--- src/rtl/fca_pkg.sv ---
package fca_pkg;

  localparam int unsigned CORDIC_STEPS_DEF = 24;
  localparam int unsigned ANGLE_LEN        = 30;
  localparam int unsigned STEP_W           = 5;
  localparam logic signed [33:0] CORDIC_GAIN = 34'sh026DD3B6A;
  localparam logic [31:0] PREFACTOR_RST    = 32'h0001_0000;
  localparam logic signed [63:0] SUM_MAX   = 64'sh7FFF_FFFF_FFFF_FFFF;
  localparam logic signed [63:0] SUM_MIN   = 64'sh8000_0000_0000_0000;

  typedef enum logic [0:0] {
    REG_WAVENUMBER = 1'b0,
    REG_PREFACTOR  = 1'b1
  } cfg_reg_t;

  typedef enum logic [2:0] {
    MUL_PHASE,
    MUL_COS,
    MUL_SIN,
    MUL_LO,
    MUL_HI
  } mul_sel_t;

  typedef enum logic [3:0] {
    ST_IDLE,
    ST_PHASE,
    ST_LOAD,
    ST_ROTATE,
    ST_MUL_COS,
    ST_MUL_SIN,
    ST_ADD_SIN,
    ST_WAIT_OUT,
    ST_SC_LO,
    ST_SC_HI,
    ST_SC_ADD
  } state_t;

  typedef struct packed {
    logic     capture_in;
    mul_sel_t mul_sel;
    logic     load_cordic;
    logic     rotate;
    logic     acc_even;
    logic     acc_odd;
    logic     hold_lo;
    logic     scale_odd;
    logic     write_scaled;
    logic     clear_acc;
  } cmd_t;

  typedef struct packed {
    logic rot_last;
    logic last;
  } status_t;

  // atan(2^-i) in units of 2^-32 turn, truncated.
  function automatic logic [31:0] angle_turn(input logic [STEP_W-1:0] idx);
    logic [31:0] a;
    case (idx)
      5'd0:    a = 32'h20000000;
      5'd1:    a = 32'h12E4051E;
      5'd2:    a = 32'h09FB385B;
      5'd3:    a = 32'h051111D4;
      5'd4:    a = 32'h028B0D43;
      5'd5:    a = 32'h0145D7E1;
      5'd6:    a = 32'h00A2F61E;
      5'd7:    a = 32'h00517C55;
      5'd8:    a = 32'h0028BE53;
      5'd9:    a = 32'h00145F2E;
      5'd10:   a = 32'h000A2F98;
      5'd11:   a = 32'h000517CC;
      5'd12:   a = 32'h00028BE6;
      5'd13:   a = 32'h000145F3;
      5'd14:   a = 32'h0000A2F9;
      5'd15:   a = 32'h0000517C;
      5'd16:   a = 32'h000028BE;
      5'd17:   a = 32'h0000145F;
      5'd18:   a = 32'h00000A2F;
      5'd19:   a = 32'h00000517;
      5'd20:   a = 32'h0000028B;
      5'd21:   a = 32'h00000145;
      5'd22:   a = 32'h000000A2;
      5'd23:   a = 32'h00000051;
      5'd24:   a = 32'h00000028;
      5'd25:   a = 32'h00000014;
      5'd26:   a = 32'h0000000A;
      5'd27:   a = 32'h00000005;
      5'd28:   a = 32'h00000002;
      5'd29:   a = 32'h00000001;
      default: a = 32'h00000000;
    endcase
    return a;
  endfunction

  // Saturating 64-bit add; bit 64 of the result flags saturation.
  function automatic logic [64:0] sat_add(input logic signed [63:0] a,
                                          input logic signed [63:0] b);
    logic signed [64:0] s;
    logic [64:0] r;
    s = {a[63], a} + {b[63], b};
    if (s[64] != s[63]) begin
      r = s[64] ? {1'b1, SUM_MIN} : {1'b1, SUM_MAX};
    end else begin
      r = {1'b0, s[63:0]};
    end
    return r;
  endfunction

endpackage

--- src/rtl/fca_ctrl.sv ---
module fca_ctrl (
  input  logic                clk,
  input  logic                rst,
  input  logic                in_valid,
  output logic                in_ready,
  output logic                out_valid,
  input  logic                out_ready,
  input  fca_pkg::status_t    status,
  output fca_pkg::cmd_t       cmd
);

  fca_pkg::state_t state, state_next;
  logic            pass, pass_next;
  logic            out_set;

  always_ff @(posedge clk) begin
    if (rst) begin
      state     <= fca_pkg::ST_IDLE;
      pass      <= 1'b0;
      out_valid <= 1'b0;
    end else begin
      state <= state_next;
      pass  <= pass_next;
      if (out_set) begin
        out_valid <= 1'b1;
      end else if (out_ready) begin
        out_valid <= 1'b0;
      end
    end
  end

  always_comb begin
    state_next       = state;
    pass_next        = pass;
    out_set          = 1'b0;
    in_ready         = 1'b0;
    cmd              = '0;
    cmd.mul_sel      = fca_pkg::MUL_PHASE;
    cmd.scale_odd    = pass;
    case (state)
      fca_pkg::ST_IDLE: begin
        in_ready = 1'b1;
        if (in_valid) begin
          cmd.capture_in = 1'b1;
          state_next     = fca_pkg::ST_PHASE;
        end
      end
      fca_pkg::ST_PHASE: begin
        cmd.mul_sel = fca_pkg::MUL_PHASE;
        state_next  = fca_pkg::ST_LOAD;
      end
      fca_pkg::ST_LOAD: begin
        cmd.load_cordic = 1'b1;
        state_next      = fca_pkg::ST_ROTATE;
      end
      fca_pkg::ST_ROTATE: begin
        cmd.rotate = 1'b1;
        if (status.rot_last) begin
          state_next = fca_pkg::ST_MUL_COS;
        end
      end
      fca_pkg::ST_MUL_COS: begin
        cmd.mul_sel = fca_pkg::MUL_COS;
        state_next  = fca_pkg::ST_MUL_SIN;
      end
      fca_pkg::ST_MUL_SIN: begin
        cmd.mul_sel  = fca_pkg::MUL_SIN;
        cmd.acc_even = 1'b1;
        state_next   = fca_pkg::ST_ADD_SIN;
      end
      fca_pkg::ST_ADD_SIN: begin
        cmd.acc_odd = 1'b1;
        state_next  = status.last ? fca_pkg::ST_WAIT_OUT : fca_pkg::ST_IDLE;
      end
      fca_pkg::ST_WAIT_OUT: begin
        // The output register is written during scaling, so it must be free.
        if (!out_valid || out_ready) begin
          pass_next  = 1'b0;
          state_next = fca_pkg::ST_SC_LO;
        end
      end
      fca_pkg::ST_SC_LO: begin
        cmd.mul_sel = fca_pkg::MUL_LO;
        state_next  = fca_pkg::ST_SC_HI;
      end
      fca_pkg::ST_SC_HI: begin
        cmd.mul_sel = fca_pkg::MUL_HI;
        cmd.hold_lo = 1'b1;
        state_next  = fca_pkg::ST_SC_ADD;
      end
      fca_pkg::ST_SC_ADD: begin
        cmd.write_scaled = 1'b1;
        if (pass) begin
          cmd.clear_acc = 1'b1;
          out_set       = 1'b1;
          state_next    = fca_pkg::ST_IDLE;
        end else begin
          pass_next  = 1'b1;
          state_next = fca_pkg::ST_SC_LO;
        end
      end
      default: begin
        state_next = fca_pkg::ST_IDLE;
      end
    endcase
  end

endmodule

--- config.mk ---
export PLATFORM = sky130hd
export DESIGN_NAME = fca_ctrl
export DESIGN_NICKNAME = d
export VERILOG_FILES = /design/src/rtl/fca_pkg.sv /design/src/rtl/fca_ctrl.sv
export SDC_FILE = /design/constraint.sdc
export NUM_CORES = 1
export LEC_CHECK = 0
export BUFFER_PORTS_ARGS = -buffer_cell sky130_fd_sc_hd__buf_2
export CAP_MARGIN = 20
export CORE_UTILIZATION = 35
export CTS_BUF_LIST = sky130_fd_sc_hd__clkbuf_2 sky130_fd_sc_hd__clkbuf_4 sky130_fd_sc_hd__clkbuf_8
export DETAILED_ROUTE_END_ITERATION = 8
export SLEW_MARGIN = 10
export SYNTH_ARGS = -nofsm -noshare
export SYNTH_HDL_FRONTEND = slang
export SYNTH_SLANG_ARGS = --single-unit
--- constraint.sdc ---
create_clock -name clk -period 2.8 [get_ports clk]
set_input_delay 0.56 -clock clk [delete_from_list [all_inputs] [get_ports clk]]
set_output_delay 0.56 -clock clk [all_outputs]
set_load 0.01 [all_outputs]
After elaboration in Yosys (flattened, before gate mapping) --
Index checks and enable logic that the tools add are counted.
Word-level totals: register bits after elaboration 6, input port bits 6, output and inout port bits 14, logic and storage cells 45
Operators by class: equality and inequality tests 13, multiplexer cells 22, reduce and logical (&&, ||, !) cells 7
Operators with widths (number):
- $pmux 4 s11 | 1
- $eq 4x3->1 const B | 4
- $mux 4 | 4
- $mux 1 | 13
- $eq 4x4->1 const B | 3
- $pmux 3 s4 | 1
- $eq 4x2->1 const B | 2
- $ne 2x2->1 const B | 3
- $eq 4x1->1 const B | 1
- $logic_not 4->1 | 1
- $reduce_bool 2->1 | 2
- $mux 3 | 1
- $reduce_and 3->1 | 1
- $mux 2 | 1
- $pmux 1 s2 | 1
- $reduce_and 2->1 | 1
- $logic_not 1->1 | 1
- $logic_or 1x1->1 | 1

Logic depth before layout (Yosys ltp) --
Gate-level depths: netlist (run 1).
word-level depth 4, gate-level depth with buffers 5, mapped depth without buffers 4

Least setup slack after synthesis (run 1) --
No wires, ideal clock.
path kind register to output, start reg state[0], end out cmd[11] (netlist name), arrival 1.089 ns, data required time 2.240 ns, setup slack 1.151 ns, cell stages (with the launch flop) 4, buffers on the path 1, path through dfxtp_1 > buf_2 > nor4_2 > and2_1
RTL lines:
- start: declaration | line fca_ctrl.sv:12 | fca_pkg::state_t state, state_next;
- start signal: assignment | line fca_ctrl.sv:18 | state <= fca_pkg::ST_IDLE;
- start signal: assignment | line fca_ctrl.sv:22 | state <= state_next;
- end: declaration | line fca_ctrl.sv:9 | output fca_pkg::cmd_t cmd

==> flow_summary_export.csv, run 1 <==
group,metric,value,unit
outcome,status,"finished clean",
clock_network,postCtsSetupBuffers,0,
timing,drv_slew,0,
pwr,p_sw,0.0691,mW
logic_synthesis,synth.distinct_cells,30,
worst_setup_path,critPathKind,"reg2out",
grt,grtUsageTotal,14.7,%
cells_and_area,final_nets,86,
pwr,cellPowerDensity,404,nW/um2
logic_synthesis,yosysTopAreaCell,"dfxtp_1",
clock_network,clk_pin_slew,0.05,ns
clock_network,cts_root_buffer,"clkbuf_4",
clock_network,cts_tree,"yes",
timing,rsz0062_at_grt,"no",
cells_and_area,syn_to_final_growth,18.4,%
clock_network,clk_path_buf_depth,2,
timing,tightest_slew,0.570,ns
routing,wl_per_cell,10.9,um
pwr,switching_share,30.3,%
die,dieHeight,38.9,um
grt,antenna_found_initial,0,
die,die_area,1510,um2
cells_and_area,instances_no_fill,92,
logic_synthesis,synth_seq_area_share,25.2,%
timing,setup_viol,0,
worst_setup_path,r2r_start,"state[0]",
worst_setup_path,r2r_slack,1.28,ns
timing,relSlewSlack,61.9,%
worst_setup_path,crit_end,"cmd[9]",
job,max_cap_viol_count,0,
cells_and_area,layout_common_cells,"19 x buf_2, 6 x nor2_1, 6 x a21oi_1, 6 x dfxtp_1, 4 x inv_1",
logic_synthesis,netlist_instances,64,
worst_setup_path,end_kind,"output pin",
placed_design,gp_congestion,0.762,
die,die_w,38.9,um
worst_setup_path,worstPathRequired,2.24,ns
clock_network,cts.repair.resized,0,
die,io_pins,20,
worst_setup_path,reg2reg_to,"state[2]",
routing,ant_nets,0,
clock_network,numClockSinks,6,
worst_setup_path,r2r_cells,3,
logic_synthesis,synth_fp_nets,70,
min_path,min_path_type,"reg2reg",
timing,fin_tns_setup,0,ns
timing,max_freq,447,MHz
grt,overflow,0,
clock_network,htreeDepth,1,
worst_setup_path,startpoint_type,"flip-flop",
routing,drt_pre_antenna_iters,4,
pwr,p_leak,0.245,nW
pwr,p_seq_share,45.4,%
timing,clock_skew,0.00462,ns
logic_synthesis,synth_top_area_share,25.2,%
worst_setup_path,worst-path-max-fanout,15,
logic_synthesis,syn_area,477,um2
cells_and_area,drive_gt1_share,34.6,%
pwr,clock_power_share,35.3,%
grt,grt_max_degree,19,
placed_design,hpwl,695,um
pwr,p_int,0.159,mW
worst_setup_path,critPathLaunch,"state[3]",
clock_network,clk-insertion-delay-late,0.24,ns
routing,vias_per_cell,5.30,
pwr,vdd_drop_max,0.000217,V
routing,vias,488,
die,initial_utilization,40.2,%
cells_and_area,num_antenna_cells,0,
routing,drt_first_iter_violations,13,
logic_synthesis,yosys-top-cells-area,"dfxtp_1 25%, a21oi_1 6.3%, buf_2 5.2%, buf_4 4.7%, nor2_1 4.7%",
placed_design,dp_cells,89,
logic_synthesis,yosys_warnings,0,
routing,wl,1.01,mm
clock_network,cts_hold_buf,0,
worst_setup_path,cp.arrival,1.68,ns
die,coreArea,1190,um2
pwr,combPwrFrac,19.2,%
timing,fin_crit_sh,79.9,%
die,rows,12,
pwr,power.total,0.228,mW
timing,hold_violations,0,
placed_design,place.port_buffers,19,
grt,grt_pass1_wl,1.50,mm
clock_network,cts_made_buffers,3,
timing,final.min_clock_period,2.24,ns
logic_synthesis,ys_ff_latch,6,
logic_synthesis,synth.avg_cell_area,7.45,um2
grt,grt_pass1_vias,357,
routing,drc_errors,0,
cells_and_area,layout_commonest_cell,"buf_2",
## per-layer routing
layer  track usage (%)  routed length (um)  vias to the layer above  share of wire, %
met5                 0                   0                        -                 0
met4              7.76                   0                        0                 0
met3              3.47                  45                        0               4.5
met2              22.9                 444                       16                44
met1              18.4                 517                      214                51
li1                  -                   -                      258                 -
## critical path, stage by stage (launching register included)
cell and delay, ns:
dfxtp_1 0.61, inv_1 0.17, or3_1 0.37, a21oi_1 0.14
buf_2 0.14
## area by class of cell
type / instances / area (um2)
fillers: 128 / 622
flip-flops and latches: 6 / 120
multi-input cells: 46 / 294
inverters: 4 / 15.0
repair buffers: 19 / 95.1
well taps: 14 / 17.5
clock buffers: 3 / 22.5
## power by group through the flow
| stage | sequential [mW] | combinational [mW] | clock, mW |
|---|---|---|---|
| final | 0.104 | 0.0439 | 0.0806 |
| after global routing | 0.105 | 0.0496 | 0.0845 |
| after CTS | 0.103 | 0.0443 | 0.0817 |
| after detailed placement | 0.105 | 0.0441 | 0 |
| after global placement | 0.105 | 0.0444 | 0 |
| after floorplan | 0.0935 | 0.0415 | 0 |
## cell families after synthesis
kind of cell    after synthesis  synth area share, %
compound gates               17                 25.5
xor+xnor                      1                 1.84
simple gates                 28                 34.4
buf+inv                      12                 13.1
flops                         6                 25.2
## Yosys cell counts
library cell	number
a21oi_1	6
dfxtp_1	6
nor2_1	6
buf_2	5
inv_1	4
buf_4	3
nand2_1	3
nand2b_1	3
nor3_1	3
and3_1	2
nand3_1	2
o21ai_0	2
or3_1	2
a2111oi_2	1
a211oi_1	1
a221oi_1	1
a2bb2oi_1	1
a31oi_1	1
and2_1	1
nand2b_2	1
nand3b_1	1
nand4b_1	1
nor3_2	1
nor3b_1	1
nor4_2	1
o21ai_1	1
o22ai_1	1
o31ai_1	1
o32ai_2	1
xnor2_1	1
## sequential cells by signal (all words and copies together) (netlist names)
| signal | flops |
|---|---|
| out_valid | 1 |
| pass | 1 |
| state | 4 |
## stage by stage
| stage | hold slack (ns) | util (%) | setup slack [ns] | area, um2 |
|---|---|---|---|---|
| after floorplan | 0.471 | - | 1.15 | 477 |
| after global placement | 0.508 | 45.7 | 0.868 | 542 |
| after detailed placement | 0.511 | 45.7 | 0.842 | 542 |
| after CTS | 0.521 | 47.6 | 0.578 | 564 |
| after global routing | 0.549 | 47.6 | 0.368 | 564 |
| final | 0.514 | 47.6 | 0.563 | 564 |
## how the worst min path moves through the flow
stage	start	end	slack (ns)	depth (start not counted)
CTS	pass	out_valid	0.52	2
detailed placement	pass	out_valid	0.51	2
global route	pass	out_valid	0.55	2
finish	pass	out_valid	0.51	2
global placement	pass	out_valid	0.51	2
floorplan	pass	out_valid	0.47	2
Note: power is estimated with default switching activity, not from simulation.
==> run 2, diff against run 1 <==
--- a/config.mk
+++ b/config.mk
@@ -5,6 +5,7 @@
 export SDC_FILE = /design/constraint.sdc
 export NUM_CORES = 1
 export LEC_CHECK = 0
+export ABC_AREA = 1
 export BUFFER_PORTS_ARGS = -buffer_cell sky130_fd_sc_hd__buf_2
 export CAP_MARGIN = 20
 export CORE_UTILIZATION = 35
==> constraint.sdc (replaced) <==
create_clock -name clk -period 2.04 [get_ports clk]
set_input_delay 0.408 -clock clk [delete_from_list [all_inputs] [get_ports clk]]
set_output_delay 0.408 -clock clk [all_outputs]
set_load 0.01 [all_outputs]
==> run 2 against run 1 <==
Critical path depth rose by 1; via count increased by 8.6%; worst hold slack worse by 0.087 ns; clock power increased by 32%; non-clock buffer count unchanged; clock-buffer cell count stayed put.
==> flow_summary_export.csv, run 2 <==
group,metric,value,unit
outcome,status,"finished clean",
worst_setup_path,worstPathRequired,1.63,ns
clock_network,cts_hold_buf,0,
worst_setup_path,r2r_start,"state[1]",
worst_setup_path,startpoint_type,"flip-flop",
logic_synthesis,synth_commonest_cells,"15 x nand2_1, 14 x nor2_1, 12 x inv_1",
cells_and_area,drive_gt1_share,34.7,%
routing,vias,530,
cells_and_area,layout_commonest_cell,"buf_2",
cells_and_area,fillers,133,
die,initial_utilization,40.0,%
grt,grt_max_degree,10,
worst_setup_path,cp_common_cell,"nand2_1",
placed_design,placed_area,547,um2
logic_synthesis,yosys-top-cells-area,"dfxtp_1 26%, nand2_1 12%, nor2_1 11%, inv_1 9.6%, nand3_1 5.3%",
timing,rsz0062_at_grt,"no",
timing,hold_violations,0,
logic_synthesis,synth.distinct_cells,20,
timing,max_freq,602,MHz
logic_synthesis,yosys_warnings,0,
cells_and_area,top_register,"state",
timing,tightest_slew,0.300,ns
cells_and_area,layout_common_cells,"19 x buf_2, 15 x nand2_1, 14 x nor2_1",
cells_and_area,largest_reg_flops,4,
logic_synthesis,synth_edf_count,0,
worst_setup_path,max_stage_delay,0.36,ns
logic_synthesis,synth.avg_cell_area,6.08,um2
clock_network,clk_path_buf_depth,2,
clock_network,htreeDepth,1,
pwr,vdd_drop_max,0.000352,V
pwr,combPwrFrac,37.1,%
die,die_area,1490,um2
timing,fin_crit_sh,81.5,%
worst_setup_path,critPathKind,"reg2out",
logic_synthesis,syn_area,468,um2
die,dieHeight,38.6,um
logic_synthesis,synth_top_area_share,25.7,%
routing,wl_per_cell,10.1,um
grt,grtUsageTotal,17.1,%
pwr,p_int,0.249,mW
worst_setup_path,crit_path_cell_trace,"inv_2, nor2_1, nand2_1, nand2_1, buf_2",
worst_setup_path,r2r_cells,6,
cells_and_area,regArea,120,um2
timing,drv_slew,0,
logic_synthesis,yosysTopAreaCell,"dfxtp_1",
routing,ant_nets,0,
pwr,cellPowerDensity,707,nW/um2
routing,wl,1.10,mm
worst_setup_path,cp.arrival,1.25,ns
logic_synthesis,netlist_instances,77,
pwr,power.total,0.403,mW
clock_network,cts_root_buffer,"clkbuf_4",
worst_setup_path,reg2reg_to,"state[2]",
min_path,min_path_type,"in2reg",
cells_and_area,num_antenna_cells,0,
timing,fin_tns_setup,0,ns
routing,vias_per_cell,4.86,
min_path,min_to,"state[0]",
timing,final.min_clock_period,1.66,ns
min_path,hold_depth,2,
placed_design,gp_congestion,0.761,
clock_network,clk_pin_slew,0.05,ns
worst_setup_path,crit_family,"simple AND/OR/NAND/NOR gates",
die,io_pins,20,
grt,overflow,0,
min_path,min_from,"rst",
worst_setup_path,r2r_slack,0.83,ns
cells_and_area,multiInputGateArea,259,um2
cells_and_area,stdcell_area,569,um2
logic_synthesis,synth_fp_nets,83,
logic_synthesis,synth.most_common_cell,"nand2_1",
die,rows,12,
cells_and_area,final_nets,103,
pwr,p_seq_share,36.6,%
clock_network,clk-insertion-delay-late,0.24,ns
cells_and_area,top_regs,"state x4, out_valid x1, pass x1",
worst_setup_path,cp_num_buf_inv,2,
routing,drt_first_iter_violations,23,
job,max_cap_viol_count,0,
clock_network,cts_made_buffers,3,
pwr,p_leak,0.323,nW
logic_synthesis,synthFlopType,"dfxtp_1",
logic_synthesis,synth-async-reset-ratio,0,%
logic_synthesis,ys_ff_latch,6,
placed_design,hpwl,913,um
grt,antenna_found_initial,0,
grt,grt_pass1_wl,1.75,mm
pwr,p_sw,0.154,mW
worst_setup_path,end_kind,"output pin",
clock_network,numClockSinks,6,
die,coreArea,1170,um2
worst_setup_path,cp_slowest_cell,"dfxtp_1",
die,die_w,38.6,um
worst_setup_path,worst-path-max-fanout,5,
pwr,switching_share,38.2,%
routing,drt_pre_antenna_iters,4,
timing,clock_skew,0.00712,ns
clock_network,cts.repair.resized,0,
timing,setup_viol,0,
clock_network,postCtsSetupBuffers,0,
grt,grt_pass1_vias,435,
routing,drc_errors,0,
placed_design,place.port_buffers,19,
logic_synthesis,synth_seq_area_share,25.7,%
cells_and_area,syn_to_final_growth,21.7,%
timing,relSlewSlack,80.0,%
pwr,clock_power_share,26.2,%
clock_network,cts_tree,"yes",
==> run 2: per-stage QoR <==
step                cells  hold WS (ns)  setup WS [ns]  util [%]
floorplan              77         0.470          0.793         -
global placement      106         0.522          0.660      46.7
detailed placement    106         0.532          0.642      46.7
CTS                   109         0.417          0.378      48.6
global route          109         0.427          0.295      48.6
finish                109         0.427          0.378      48.6
==> run 2: how the worst max path moves through the flow <==
stage / startpoint / end / slack (ns) / cells after the start
finish: state[2] / cmd[9] / 0.38 / 5
global route: state[1] / cmd[0] / 0.29 / 5
CTS: state[1] / cmd[0] / 0.38 / 5
detailed placement: state[1] / cmd[0] / 0.64 / 5
global placement: state[2] / cmd[9] / 0.66 / 5
floorplan: state[2] / cmd[0] / 0.79 / 6
==> run 2: final cells by class <==
type	count	area share, %
clock buffer	3	3.96
inverter	14	9.67
multi-input combinational	53	45.5
sequential	6	21.1
tap	14	3.08
timing repair buffer	19	16.7
==> run 2: kinds of logic after synthesis <==
kind of cell,count (synthesis),share of synthesized area (%)
AND/OR/NAND/NOR,44,43.6
flip-flops,6,25.7
buffers and inverters,18,19.0
AO/OA/AOI/OAI,9,11.8
==> run 2: routing by layer <==
| layer | vias up | track usage (%) | part of all wire, % | routed length (um) |
|---|---|---|---|---|
| li1 | 271 | - | - | - |
| met1 | 231 | 21.1 | 40 | 438 |
| met2 | 26 | 29.2 | 52 | 577 |
| met3 | 2 | 3.49 | 7.4 | 81 |
| met4 | 0 | 5.17 | 0.27 | 3 |
| met5 | - | 0 | 0 | 0 |
==> run 2: power groups by stage <==
stage                     combinational (mW)  sequential [mW]  clock (mW)
final                                  0.149            0.148       0.106
after global routing                   0.168            0.150       0.117
after CTS                              0.149            0.148       0.109
after detailed placement               0.148            0.150           0
after global placement                 0.146            0.149           0
after floorplan                        0.123            0.139           0
